### src/design/pgm_pkg.sv
// Types and constants shared by the gradient magnitude modules.
`timescale 1ns / 1ps

package pgm_pkg;

    localparam int PIX_W             = 8;
    localparam int CFG_W             = 12;
    localparam int CFG_IDX_W         = 2;
    localparam int COORD_W           = 11;
    localparam int MAG_W             = 12;
    localparam int DIFF_W            = 9;
    localparam int SQ_W              = 16;
    localparam int SQRT_SHIFT        = 7;
    localparam int RAD_W             = SQ_W + 1 + SQRT_SHIFT;
    localparam int REM_W             = 13;
    localparam int DIGITS_PER_STAGE  = 2;
    localparam int SQRT_STAGES       = MAG_W / DIGITS_PER_STAGE;

    localparam logic [MAG_W-1:0] MAG_MAX = 12'd4080;

    // Configuration register indexes
    localparam logic [CFG_IDX_W-1:0] REG_FRAME_WIDTH  = 2'd0;
    localparam logic [CFG_IDX_W-1:0] REG_FRAME_HEIGHT = 2'd1;

    localparam logic [CFG_W-1:0] FRAME_WIDTH_RST  = 12'd640;
    localparam logic [CFG_W-1:0] FRAME_HEIGHT_RST = 12'd480;

    // Coordinates that travel alongside the data
    typedef struct packed {
        logic [COORD_W-1:0] row;
        logic [COORD_W-1:0] col;
        logic               frame_end;
    } side_t;

    // Line buffer stage output
    typedef struct packed {
        logic [PIX_W-1:0] pixel;
        logic [PIX_W-1:0] centre;
        logic [PIX_W-1:0] right;
        logic             zero;
        side_t            side;
    } front_t;

    // Square root pipeline state
    typedef struct packed {
        logic [RAD_W-1:0] rad;
        logic [REM_W-1:0] rem;
        logic [MAG_W-1:0] root;
        side_t            side;
    } sqrt_t;

endpackage

### src/design/pgm_square.sv
// Differences, squares and scaled sum of squares: three pipeline stages.
`timescale 1ns / 1ps

module pgm_square import pgm_pkg::*; (
    input  logic   aclk,
    input  logic   aresetn,
    input  logic   s_valid,
    input  front_t s_data,
    output logic   s_ready,
    output logic   m_valid,
    output sqrt_t  m_data,
    input  logic   m_ready
);

    logic v1_reg, v2_reg, v3_reg;
    logic r1, r2, r3;

    logic signed [DIFF_W-1:0]   dx_reg, dy_reg, dx_next, dy_next;
    logic signed [2*DIFF_W-1:0] px, py;
    logic [SQ_W-1:0]            sqx_reg, sqy_reg;
    logic [SQ_W:0]              sum;
    side_t                      side1_reg, side2_reg;
    sqrt_t                      out_reg;

    // Ready chain: a stage moves when it is empty or the next one moves
    assign r3 = !v3_reg || m_ready;
    assign r2 = !v2_reg || r3;
    assign r1 = !v1_reg || r2;
    assign s_ready = r1;

    always_ff @(posedge aclk) begin
        if (!aresetn) begin
            v1_reg <= 1'b0;
            v2_reg <= 1'b0;
            v3_reg <= 1'b0;
        end else begin
            if (r1) v1_reg <= s_valid;
            if (r2) v2_reg <= v1_reg;
            if (r3) v3_reg <= v2_reg;
        end
    end

    // Forward differences; the last column gives zero
    always_comb begin
        if (s_data.zero) begin
            dx_next = '0;
            dy_next = '0;
        end else begin
            dx_next = DIFF_W'(s_data.right) - DIFF_W'(s_data.centre);
            dy_next = DIFF_W'(s_data.pixel) - DIFF_W'(s_data.centre);
        end
    end

    assign px  = dx_reg * dx_reg;
    assign py  = dy_reg * dy_reg;
    assign sum = {1'b0, sqx_reg} + {1'b0, sqy_reg};

    always_ff @(posedge aclk) begin
        if (r1) begin
            dx_reg    <= dx_next;
            dy_reg    <= dy_next;
            side1_reg <= s_data.side;
        end
        if (r2) begin
            sqx_reg   <= px[SQ_W-1:0];
            sqy_reg   <= py[SQ_W-1:0];
            side2_reg <= side1_reg;
        end
        if (r3) begin
            // radicand is the sum times 128
            out_reg.rad  <= {sum, {SQRT_SHIFT{1'b0}}};
            out_reg.rem  <= '0;
            out_reg.root <= '0;
            out_reg.side <= side2_reg;
        end
    end

    assign m_valid = v3_reg;
    assign m_data  = out_reg;

endmodule

### config.mk
export PLATFORM = sky130hd
export DESIGN_NAME = pgm_square
export DESIGN_NICKNAME = d
export VERILOG_FILES = /design/src/design/pgm_pkg.sv /design/src/design/pgm_square.sv
export SDC_FILE = /design/constraint.sdc
export NUM_CORES = 1
export LEC_CHECK = 0
export ABC_AREA = 1
export BUFFER_PORTS_ARGS = -buffer_cell sky130_fd_sc_hd__buf_2
export CORE_UTILIZATION = 50
export DETAILED_ROUTE_END_ITERATION = 8
export GPL_TIMING_DRIVEN = 1
export HOLD_SLACK_MARGIN = 0.15
export PLACE_DENSITY = 0.84
export SLEW_MARGIN = 10
export SYNTH_ARGS = -nofsm -noshare
export SYNTH_HDL_FRONTEND = slang
export SYNTH_SLANG_ARGS = --single-unit
### constraint.sdc
create_clock -name aclk -period 4.9 [get_ports aclk]
set_clock_uncertainty 0.05 [all_clocks]
set_input_delay 0.245 -clock aclk [delete_from_list [all_inputs] [get_ports aclk]]
set_output_delay 0.245 -clock aclk [all_outputs]
set_load 0.02 [all_outputs]
==> out/results.ini <==
[yosys]
synth-warning-count=0
post_synth.cell_area_avg_um2=9.958
yosysUniqueCellTypes=36
synth_area_mm2=0.01105
postSynth.asyncResetShare_pct=0
synth-edff-count=134
ys_ff_latch=137
synthesis.instances=1110
ys_seq_area_share_pct=36.95
synth_top_flop_cell=edfxtp_1

[sta]
max_freq_mhz=210.8
hold_viol=0
finalMaxSlewViolations=0
post-route-period-util_pct=96.82
timing.final.crit_period_ps=4744
final-setup-viol-count=0
worst_margin_slew_ps=1100
worst_slew_margin_rel_pct=26.55

[setup_path]
critical-path-top-delay-family=adder cells
worst_path_largest_cell_delay_ps=550
critPathBufInv=6
worst_r2r_path_depth=19
worstReg2RegEnd=sqy_reg[15]
critical_path.most_common_cell=inv_1
timing.setup.critical_path_class=flop to flop
rrSetupSlack_ps=160
cp_cell_sequence=nand2_1, inv_1, fa_1, inv_1, fa_1, inv_1, fa_1, inv_1, fa_1, inv_1, ha_1, ha_4, nand2_1, nor2_1, nand3_1, nand3_1, inv_1, nand3_1, nand2_1
crit_slowest_cell=fa_1
path_max_fanout=6
worstReg2RegStart=dy_reg[1]
cp_data_arrival_time_ps=4870
timing.critical_path.required_ps=5030
setup.worst_path.start_class=flop
worstSetupEndpointType=flop

[global_routing]
grt_pass1_vias=8029
grt_first_pass_wirelength_mm=36.14
grtUsageTotal_pct=20.76
grt_remaining_overflow=0
grt_antenna_before_repair=0
grt_start_max_net_pins=54

[place]
place.gp.congestion=0.9100
place_inst=1478
detailed_place_hpwl_mm=17.00
io_buffers=93

[power]
post-layout-total-power_mw=6.062
cellPowerDensity_mw_per_mm2=474.6
cell_leakage_power_nw=6.848
power.ir.vdd_worst_uv=244.3

[clock_network]
clock_tree.htree_level_count=4
clkTransAtPathRegs_ps=70
root_buffer=clkbuf_16
cts_tree=built
ctsLongestPathBuffers=2
tritoncts.num_buffers=17
cts.sinks=137
clkLatencyLatePin_ps=430

[floorplanning]
std_cell_rows=54
die_x_um=150.7
io_pins=126
coreArea_mm2=0.02176
start_util_pct=50.81
dieArea_mm2=0.02270
floorplan.die.height_um=150.7

[detailed_routing]
final_routed_drc_violation_total=0
detailedRoute.firstIterationViolations=464
dr.pass1.iters=6
route.vias.total=7727
ant_nets=0
vias_per_cell=4.985
avgRoutedWirePerCell_um=14.29
routed_wirelength_mm=22.16

[hold_path]
worstHoldPathType=primary input to flop
min_to=dx_reg[0]
min-delay-start=s_data[32]
whs_path_depth=3

[run_status]
outcome=finished, final reports clean

[layout]
nNetsFinal=1521
instances_no_fill=1550
largest_register_ffs=40
layout-area-overhead-vs-synth_pct=15.55
final_layout_size_suffix_gt1_share_pct=14.25
num_antenna_cells=0

[flow_run]
drv_cap=0

-- worst max path at each step --
stage,start,cells after the start,to
6_report,dy_reg[1],19,sqy_reg[15]
4_1_cts,dx_reg[8],20,sqx_reg[15]
3_3_place_gp,dx_reg[8],20,sqx_reg[15]
5_1_grt,dy_reg[1],19,sqy_reg[15]
2_1_floorplan,dy_reg[8],20,sqy_reg[15]
3_5_place_dp,dx_reg[8],19,sqx_reg[15]
-- layer usage --
metal | track usage [%] | part of all wire, % | up-vias
met3 | 4.121 | 6.8 | 30
met2 | 37.49 | 51 | 258
met1 | 24.32 | 40 | 3695
met4 | 7.550 | 1.8 | 0
met5 | 0 | 0 | -
li1 | - | - | 3744
-- layout make-up --
class                           instances  area (um^2)
Fill cell                            1757         8984
Multi-Input combinational cell        694         5836
Timing Repair Buffer                  149        950.9
Clock inverter                         15        157.7
Tap cell                              280        350.3
Sequential cell                       137         4084
Inverter                              258        968.4
Clock buffer                           17        425.4
-- cell usage in the layout, fill, tap and decap left out, types with 3 or more instances in the layout --
cell type / instances
a21o_1: 4
a21oi_1: 50
buf_2: 93
buf_4: 30
clkbuf_16: 17
conb_1: 32
dfxtp_1: 3
dlygate4sd3_1: 26
edfxtp_1: 134
fa_1: 101
fa_2: 3
ha_1: 105
inv_1: 256
inv_6: 3
inv_8: 6
nand2_1: 194
nand2_2: 7
nand3_1: 35
nand4_1: 14
nor2_1: 42
o21a_1: 4
o21ai_0: 19
o21ai_1: 11
o21bai_1: 8
or2_2: 4
xnor2_1: 14
xor2_1: 24
-- where the power goes --
group / leakage (nW) / internal (mW) / total, mW / switching, mW
Sequential: 1.48 / 1.65 / 1.75 / 0.105
Clock: 0.287 / 0.721 / 1.28 / 0.554
Combinational: 5.08 / 1.17 / 3.04 / 1.86
Total: 6.85 / 3.54 / 6.06 / 2.52
-- repair_timing --
action                                  4_1_cts  5_1_grt
hold buffers                                 26        0
endpoints found under the hold margin        29        0
resized for setup                             0        9
setup buffers                                 0       14
endpoints found under the setup margin        0        8
-- worst min-delay path, cell delays in order --
cell,delay (ps)
buf_2,90
ha_1,120
nor2_1,40
-- metrics by stage --
stage	setup WS [ps]	util (%)	setup TNS, ps	area, um^2	hold slack, ps
floorplan	244.0	-	0	11170	293.9
global placement	188.9	54.16	0	11780	350.4
detailed placement	123.9	54.16	0	11780	354.5
CTS	78.57	58.04	0	12630	169.8
global route	-19.23	58.71	-34.02	12770	192.8
finish	155.9	58.71	0	12770	182.0
-- synthesized netlist by cell type, types with 3 or more instances --
master / number / share of area [%]
dfxtp_1: 3 / 0.54
buf_4: 33 / 2.2
o21ai_1: 11 / 0.50
o21ai_0: 19 / 0.86
clkbuf_1: 13 / 0.44
nand3_1: 35 / 1.6
edfxtp_1: 134 / 36
a21oi_1: 50 / 2.3
buf_2: 6 / 0.27
o21a_1: 4 / 0.27
nand4_1: 14 / 0.79
xor2_1: 24 / 1.9
or2_2: 4 / 0.23
inv_1: 257 / 8.7
ha_1: 108 / 12
nand2_2: 5 / 0.28
nand2_1: 196 / 6.7
xnor2_1: 14 / 1.1
fa_1: 104 / 19
a21o_1: 4 / 0.27
nor2_1: 42 / 1.4
o21bai_1: 8 / 0.54
-- logic make-up after synthesis --
group | count (synthesis) | share of synthesized area, %
xor gates and xnor gates | 38 | 3.011
buffers and inverters | 310 | 11.72
AOI/OAI and AO/OA | 109 | 5.728
adders and majority gates | 212 | 31.06
and+or+nand+nor | 303 | 11.50
other | 1 | 0.03393
DFF | 137 | 36.95
(Power assumes the default switching activity.)
