File: config.mk
export PLATFORM = sky130hd
export DESIGN_NAME = pgm_sqrt_step
export DESIGN_NICKNAME = d
export VERILOG_FILES = /design/src/design/pgm_pkg.sv /design/src/design/pgm_sqrt_step.sv
export SDC_FILE = /design/constraint.sdc
export NUM_CORES = 1
export LEC_CHECK = 0
export ABC_AREA = 0
export BUFFER_PORTS_ARGS = -buffer_cell sky130_fd_sc_hd__buf_2
export CAP_MARGIN = 15
export CORE_MARGIN = 5
export CORE_UTILIZATION = 48
export CTS_CLUSTER_DIAMETER = 200
export DETAILED_ROUTE_END_ITERATION = 6
export PLACE_DENSITY = 0.81
export SLEW_MARGIN = 30
export SYNTH_ARGS = -nofsm -noshare
export SYNTH_HDL_FRONTEND = slang
export SYNTH_SLANG_ARGS = --single-unit
File: constraint.sdc
create_clock -name aclk -period 6.9 [get_ports aclk]
set_input_delay 1.725 -clock aclk [delete_from_list [all_inputs] [get_ports aclk]]
set_output_delay 1.725 -clock aclk [all_outputs]
set_load 0.01 [all_outputs]
File: src/design/pgm_pkg.sv
// Types and constants shared by the gradient magnitude modules.
`timescale 1ns / 1ps

package pgm_pkg;

    localparam int PIX_W             = 8;
    localparam int CFG_W             = 12;
    localparam int CFG_IDX_W         = 2;
    localparam int COORD_W           = 11;
    localparam int MAG_W             = 12;
    localparam int DIFF_W            = 9;
    localparam int SQ_W              = 16;
    localparam int SQRT_SHIFT        = 7;
    localparam int RAD_W             = SQ_W + 1 + SQRT_SHIFT;
    localparam int REM_W             = 13;
    localparam int DIGITS_PER_STAGE  = 2;
    localparam int SQRT_STAGES       = MAG_W / DIGITS_PER_STAGE;

    localparam logic [MAG_W-1:0] MAG_MAX = 12'd4080;

    // Configuration register indexes
    localparam logic [CFG_IDX_W-1:0] REG_FRAME_WIDTH  = 2'd0;
    localparam logic [CFG_IDX_W-1:0] REG_FRAME_HEIGHT = 2'd1;

    localparam logic [CFG_W-1:0] FRAME_WIDTH_RST  = 12'd640;
    localparam logic [CFG_W-1:0] FRAME_HEIGHT_RST = 12'd480;

    // Coordinates that travel alongside the data
    typedef struct packed {
        logic [COORD_W-1:0] row;
        logic [COORD_W-1:0] col;
        logic               frame_end;
    } side_t;

    // Line buffer stage output
    typedef struct packed {
        logic [PIX_W-1:0] pixel;
        logic [PIX_W-1:0] centre;
        logic [PIX_W-1:0] right;
        logic             zero;
        side_t            side;
    } front_t;

    // Square root pipeline state
    typedef struct packed {
        logic [RAD_W-1:0] rad;
        logic [REM_W-1:0] rem;
        logic [MAG_W-1:0] root;
        side_t            side;
    } sqrt_t;

endpackage

File: src/design/pgm_sqrt_step.sv
// One square root pipeline stage: two result bits, digit-by-digit restoring method.
`timescale 1ns / 1ps

module pgm_sqrt_step import pgm_pkg::*; (
    input  logic  aclk,
    input  logic  aresetn,
    input  logic  s_valid,
    input  sqrt_t s_data,
    output logic  s_ready,
    output logic  m_valid,
    output sqrt_t m_data,
    input  logic  m_ready
);

    logic              valid_reg;
    sqrt_t             data_reg, step_next;
    logic [REM_W+1:0]  cur, trial;

    // Each digit: bring down two radicand bits, try root*4+1
    always_comb begin
        step_next = s_data;
        cur       = '0;
        trial     = '0;
        for (int k = 0; k < DIGITS_PER_STAGE; k++) begin
            cur            = {step_next.rem, step_next.rad[RAD_W-1 -: 2]};
            trial          = {1'b0, step_next.root, 2'b01};
            step_next.rad  = {step_next.rad[RAD_W-3:0], 2'b00};
            if (cur >= trial) begin
                step_next.rem  = REM_W'(cur - trial);
                step_next.root = {step_next.root[MAG_W-2:0], 1'b1};
            end else begin
                step_next.rem  = cur[REM_W-1:0];
                step_next.root = {step_next.root[MAG_W-2:0], 1'b0};
            end
        end
    end

    assign s_ready = !valid_reg || m_ready;

    always_ff @(posedge aclk) begin
        if (!aresetn) begin
            valid_reg <= 1'b0;
        end else if (s_ready) begin
            valid_reg <= s_valid;
        end
    end

    always_ff @(posedge aclk) begin
        if (s_ready) begin
            data_reg <= step_next;
        end
    end

    assign m_valid = valid_reg;
    assign m_data  = data_reg;

endmodule

==> flow_summary_export.csv, run 1 <==
group,metric,value,unit
run_status,status,"finished clean",
timing,clock.fmax,0.167,GHz
yosys,synth_xor_area_frac,0.0482,
timing,fin_crit_sh,0.868,
yosys,synth_area_leader_cell,"edfxtp_1",
floorplan,die_area,9420,um^2
floorplan,rows,31,
clock_network,cts_tree,"done",
job,cap_viol_max_count,0,
global_routing,overflow,0,
global_routing,antenna_found_initial,0,
clock_network,cts_resized,0,
yosys,synthSimpleGateAreaFrac,0.0867,
clock_network,numCtsBuffers,9,
timing,setup_tns,0,ns
place,gp_congestion,0.887,
yosys,ys.flop_type,"edfxtp_1",
critical_path,reg2reg_from,"m_valid",
timing,worst_slew_pin_slew,0.770,ns
power_and_ir_drop,ir_worst_vdd,0.000121,V
yosys,synthCells,301,
global_routing,grt_max_degree,37,
cells_and_area,drive_gt1_frac,0.377,
clock_network,clkSlewWorstSetupHoldPaths,0.07,ns
yosys,synthTopCellsByCount,"68 x edfxtp_1, 28 x ha_1, 25 x inv_1",
critical_path,worstSetupEndpointType,"register",
critical_path,crit_type,"primary input to register",
timing,finalSetupViolCount,0,
route,drt-vias-per-instance,5.12,
worst_hold_path,holdPathEnd,"m_data[55]",
route,drc,0,
yosys,yosysWarnings,0,
route,vias,2856,
clock_network,clock_sinks,69,
route,ant_nets,0,
yosys,synth-adder-area-share,0.0964,
route,drt-total-wl,8840,um
yosys,yosysMostFrequentCell,"edfxtp_1",
power_and_ir_drop,finalPower,1.24,mW
global_routing,grtUsageTotal,0.187,
clock_network,cts_setup_buffers,0,
worst_hold_path,hp-start,"m_valid",
route,drtIter0Drc,102,
clock_network,clkLatencyLatePin,0.33,ns
place,port_buffers,145,
yosys,async_flop_share,0,
clock_network,cts.path.max_buffers,2,
clock_network,hold_buffers,0,
yosys,synth_edf_count,68,
critical_path,r2r_end,"m_data[58]",
yosys,netlist.area_leader.share,0.562,
worst_hold_path,holdCritPathClass,"register to register",
floorplan,start_util,0.496,
power_and_ir_drop,leakage,2.17,nW
critical_path,r2r_slack,5.32,ns
yosys,synth_cell_types,50,
critical_path,rr_worst_depth,2,
timing,rsz0062_at_grt,"no",
critical_path,critical_path_arrival,6.07,ns
worst_hold_path,hold_depth,1,
critical_path,cp-start-kind,"primary input",
floorplan,dieHeight,97.0,um
cells_and_area,finalNetCount,558,
floorplan,ios,150,
timing,finalHoldViolCount,0,
route,first_pass_iters,4,
critical_path,cp_max_fo,10,
timing,relSlewSlack,0.480,
clock_network,cts-root-buf,"clkbuf_8",
yosys,synth_top_family_by_area,"compound AO/OA/AOI/OAI gates",
global_routing,grt_pass1_wl,14100,um
yosys,synth_mux_area_frac,0.0141,
place,dp_hpwl,7260,um
yosys,synth_seq_cells,69,
cells_and_area,n_fill_cell,598,
route,wl_per_cell,15.8,um
power_and_ir_drop,power.density,266,nW/um^2
floorplan,fp.dieW,97.0,um
cells_and_area,area_delta_synth_final,28.3,%
floorplan,core_area,7330,um^2
global_routing,first_global_vias,2901,
yosys,syn_avg_cell_area,12.1,um^2
timing,period_minus_slack,5.99,ns
yosys,synth_seq_area_share,0.567,
yosys,synth-compound-area-share,0.144,
timing,fin_skew,0.00745,ns
clock_network,htree_num_levels,3,
timing,slew_viol_final,0,
yosys,mappedNetlistArea,3640,um^2
yosys,synthTopCellsByArea,"edfxtp_1 56%, ha_1 9.6%, xnor2_1 3.4%",
critical_path,worstPathRequired,6.98,ns
cells_and_area,diodes,0,
through the flow:
step	utilization	cells	worst slack, ns	instance area (um^2)	hold WS, ns
finish	0.636	558	0.914	4660	0.938
global route	0.636	558	0.610	4660	1.01
CTS	0.636	558	0.970	4660	0.956
detailed placement	0.610	542	0.598	4470	0.940
global placement	0.610	542	0.715	4470	0.922
floorplan	-	304	1.09	3650	1.82
final cells by class:
cell class              instances  area, um^2  area share
clock buffers                  10         128      0.0274
clock inverters                 6        63.8      0.0137
inverters                      27         101      0.0217
multi-input cells             199        1440       0.308
flip-flops and latches         69        2060       0.442
well taps                      99         124      0.0266
repair buffers                148         748       0.160
kinds of logic after synthesis:
family                     after synthesis
xor gates and xnor gates                20
AOI/OAI and AO/OA                       78
DFF                                     69
other                                    1
buffers and inverters                   36
adders and majority gates               28
and+or+nand+nor                         65
muxes                                    4
how the worst max path moves through the flow:
stage          startpoint         end  slack, ns  cells past startpoint
4_1_cts        s_data[23]  m_data[38]       0.97                     20
3_5_place_dp   s_data[23]  m_data[38]       0.60                     20
6_report       s_data[23]  m_data[41]       0.91                     21
3_3_place_gp   s_data[23]  m_data[38]       0.71                     20
2_1_floorplan  s_data[24]  m_data[46]       1.09                     21
5_1_grt        s_data[23]  m_data[41]       0.61                     21
cells in the final DEF (no fill, tap or decap), types with 2 or more instances in the layout:
cell type and instances:
buf_2 145, edfxtp_1 68, ha_1 28, inv_1 25, a21oi_1 21, nor2_1 21
nand2_1 16, o21ai_0 16, xnor2_1 14, a21o_1 11, clkbuf_8 9, nor3_1 6
o21a_1 6, xor2_1 6, nand4_1 4, o21bai_1 4, o31ai_1 4, conb_1 4
or3_1 3, nand3_1 3, buf_4 3, o31a_1 2, nand2b_1 2, and2_1 2
a31o_2 2, a21boi_0 2, mux2_4 2, clkinvlp_4 2, clkinv_2 2
sequential cells by signal (all words and copies together), names as in the netlist:
name and count:
m_valid 1, m_data 68
metal layers:
metal / vias to the layer above / part of all wire / GRT usage
met3: 12 / 0.080 / 0.0633
li1: 1408 / - / -
met2: 131 / 0.49 / 0.309
met4: 0 / 0.012 / 0.0594
met5: - / 0 / 0
met1: 1305 / 0.42 / 0.229
power breakdown:
part / total (mW) / switching, mW / leakage, nW / internal, mW
combinational: 0.379 / 0.211 / 1.36 / 0.168
sequential: 0.549 / 0.0139 / 0.712 / 0.535
clock: 0.312 / 0.146 / 0.0923 / 0.166
worst max-delay path, cell delays in order:
cell	delay, ns
buf_2	0.09
inv_1	0.05
ha_1	0.36
nor2b_1	0.17
o31a_1	0.28
o31a_1	0.29
o21ai_0	0.25
a21oi_1	0.12
o21a_1	0.19
or3_1	0.32
a31o_2	0.26
ha_1	0.32
nand3_1	0.10
nor3_1	0.29
nor3b_1	0.23
a32oi_1	0.08
o2111ai_1	0.14
a211oi_4	0.11
buf_4	0.20
or3_1	0.37
o21a_1	0.11
Note: power is estimated with default switching activity, not from simulation.
==> inputs of run 2 (changes only) <==
==> constraint.sdc (replaced) <==
create_clock -name aclk -period 6.9 [get_ports aclk]
set_input_delay 0.345 -clock aclk [delete_from_list [all_inputs] [get_ports aclk]]
set_output_delay 0.345 -clock aclk [all_outputs]
set_load 0.01 [all_outputs]
==> run 2 against run 1 <==
  * Sequential share of layout area shrank 0.33 points
  * Die area unchanged
  * Final area increased by 0.75%
  * Setup slack gained 0.54 ns
  * First-iteration DRC count grew 43%
  * Sequential power is essentially flat
  * Critical endpoint is now m_data[46]
==> flow_summary_export.csv, run 2 (same netlist as run 1, synthesis figures left out) <==
group,metric,value,unit
run_status,status,"finished clean",
cells_and_area,final_common_cell,"buf_2",
route,drtIter0Drc,146,
floorplan,core_area,7330,um^2
route,first_pass_iters,4,
cells_and_area,area_delta_synth_final,29.2,%
global_routing,grt_max_degree,71,
cells_and_area,multi_input_area,1440,um^2
clock_network,clkLatencyLatePin,0.33,ns
power_and_ir_drop,p_seq_frac,0.413,
critical_path,worstPathRequired,6.99,ns
power_and_ir_drop,leakage,2.18,nW
cells_and_area,drive_gt1_frac,0.373,
cells_and_area,register_area,2060,um^2
route,drc,0,
timing,fin_crit_sh,0.790,
global_routing,overflow,0,
place,port_buffers,145,
power_and_ir_drop,combPwrFrac,0.286,
clock_network,htree_num_levels,3,
timing,setup_tns,0,ns
clock_network,clkSlewWorstSetupHoldPaths,0.07,ns
power_and_ir_drop,p_sw,0.371,mW
timing,setup_ws,1.45,ns
cells_and_area,diodes,0,
timing,relSlewSlack,0.401,
power_and_ir_drop,power.density,281,nW/um^2
floorplan,fp.dieW,97.0,um
clock_network,clock_sinks,69,
floorplan,start_util,0.496,
timing,rsz0062_at_grt,"no",
timing,finalSetupViolCount,0,
cells_and_area,largest_reg_flops,68,
global_routing,antenna_found_initial,0,
cells_and_area,finalNetCount,555,
route,wl_per_cell,16.0,um
power_and_ir_drop,swShare,0.281,
route,ant_nets,0,
clock_network,cts_resized,0,
floorplan,die_area,9420,um^2
power_and_ir_drop,finalPower,1.32,mW
cells_and_area,n_fill_cell,608,
clock_network,cts.path.max_buffers,2,
place,dp_slack,1.13,ns
critical_path,cp-start-kind,"primary input",
timing,slew_viol_final,0,
route,drt-vias-per-instance,5.14,
job,cap_viol_max_count,0,
power_and_ir_drop,clkPwrFrac,0.300,
global_routing,grt_pass1_wl,13700,um
power_and_ir_drop,p_int,0.951,mW
cells_and_area,layout_common_cells,"145 x buf_2, 68 x edfxtp_1, 28 x ha_1",
clock_network,numCtsBuffers,9,
route,vias,2850,
floorplan,rows,31,
clock_network,hold_buffers,0,
place,gp_congestion,0.893,
critical_path,critical_path_arrival,5.54,ns
timing,clock.fmax,0.184,GHz
power_and_ir_drop,ir_worst_vdd,0.000120,V
route,drt-total-wl,8870,um
clock_network,cts_tree,"done",
floorplan,ios,150,
worst_hold_path,holdCritPathClass,"primary input to register",
timing,period_minus_slack,5.45,ns
cells_and_area,final_core_util,0.641,
critical_path,worstSetupEndpointType,"register",
clock_network,cts_setup_buffers,0,
floorplan,dieHeight,97.0,um
timing,worst_slew_pin_slew,0.899,ns
critical_path,crit_type,"primary input to register",
timing,finalHoldViolCount,0,
timing,fin_skew,0.00447,ns
place,dp_hpwl,7100,um
global_routing,first_global_vias,2783,
critical_path,cp_max_fo,21,
global_routing,grtUsageTotal,0.181,
clock_network,cts-root-buf,"clkbuf_8",
-- run 2: worst paths after layout --
check / start / slack (ns) / cells past startpoint / to
setup reg to reg: m_valid / 5.49 / 1 / m_data[30]
hold / removal: s_data[21] / 0.18 / 1 / m_data[21]
hold reg to reg: m_valid / 1.20 / 1 / m_data[62]
setup / recovery: s_data[24] / 1.45 / 19 / m_data[46]
-- run 2: area by class of cell --
| cell class | count | share of cell area |
|---|---|---|
| Clock buffer | 11 | 0.0301 |
| Clock inverter | 5 | 0.0229 |
| Inverter | 27 | 0.0216 |
| Multi-Input combinational cell | 199 | 0.306 |
| Sequential cell | 69 | 0.439 |
| Tap cell | 99 | 0.0264 |
| Timing Repair Buffer | 145 | 0.154 |
-- run 2: metrics by stage --
| stage | hold slack (ns) | cells | cell area, um^2 |
|---|---|---|---|
| floorplan | 0.444 | 304 | 3650 |
| detailed placement | 0.523 | 539 | 4450 |
| global route | 0.150 | 555 | 4700 |
| CTS | 0.156 | 555 | 4700 |
| finish | 0.178 | 555 | 4700 |
| global placement | 0.522 | 539 | 4450 |
-- run 2: layer usage --
metal / share of wire / GRT usage
met4: 0.012 / 0.0562
met1: 0.43 / 0.219
met2: 0.48 / 0.307
met5: 0 / 0
met3: 0.079 / 0.0583
-- run 2: power by group through the flow --
stage / Combinational, mW / Sequential (mW) / Clock (mW)
floorplan: 0.212 / 0.595 / 0
CTS: 0.379 / 0.547 / 0.407
finish: 0.379 / 0.547 / 0.397
global route: 0.413 / 0.554 / 0.425
detailed placement: 0.377 / 0.557 / 0
global placement: 0.370 / 0.556 / 0
-- run 2: worst max-delay path, cell delays in order --
cell,delay [ns]
buf_2,0.09
inv_1,0.05
ha_1,0.34
nand2_1,0.11
o311a_1,0.38
nor3b_2,0.23
or3_1,0.62
clkinv_1,0.44
o31ai_1,0.54
ha_1,0.40
a21o_1,0.20
a21o_1,0.17
a21oi_1,0.16
o21ai_0,0.10
nand2b_1,0.08
o2111ai_1,0.16
a211oi_4,0.62
inv_2,0.17
mux2_4,0.33
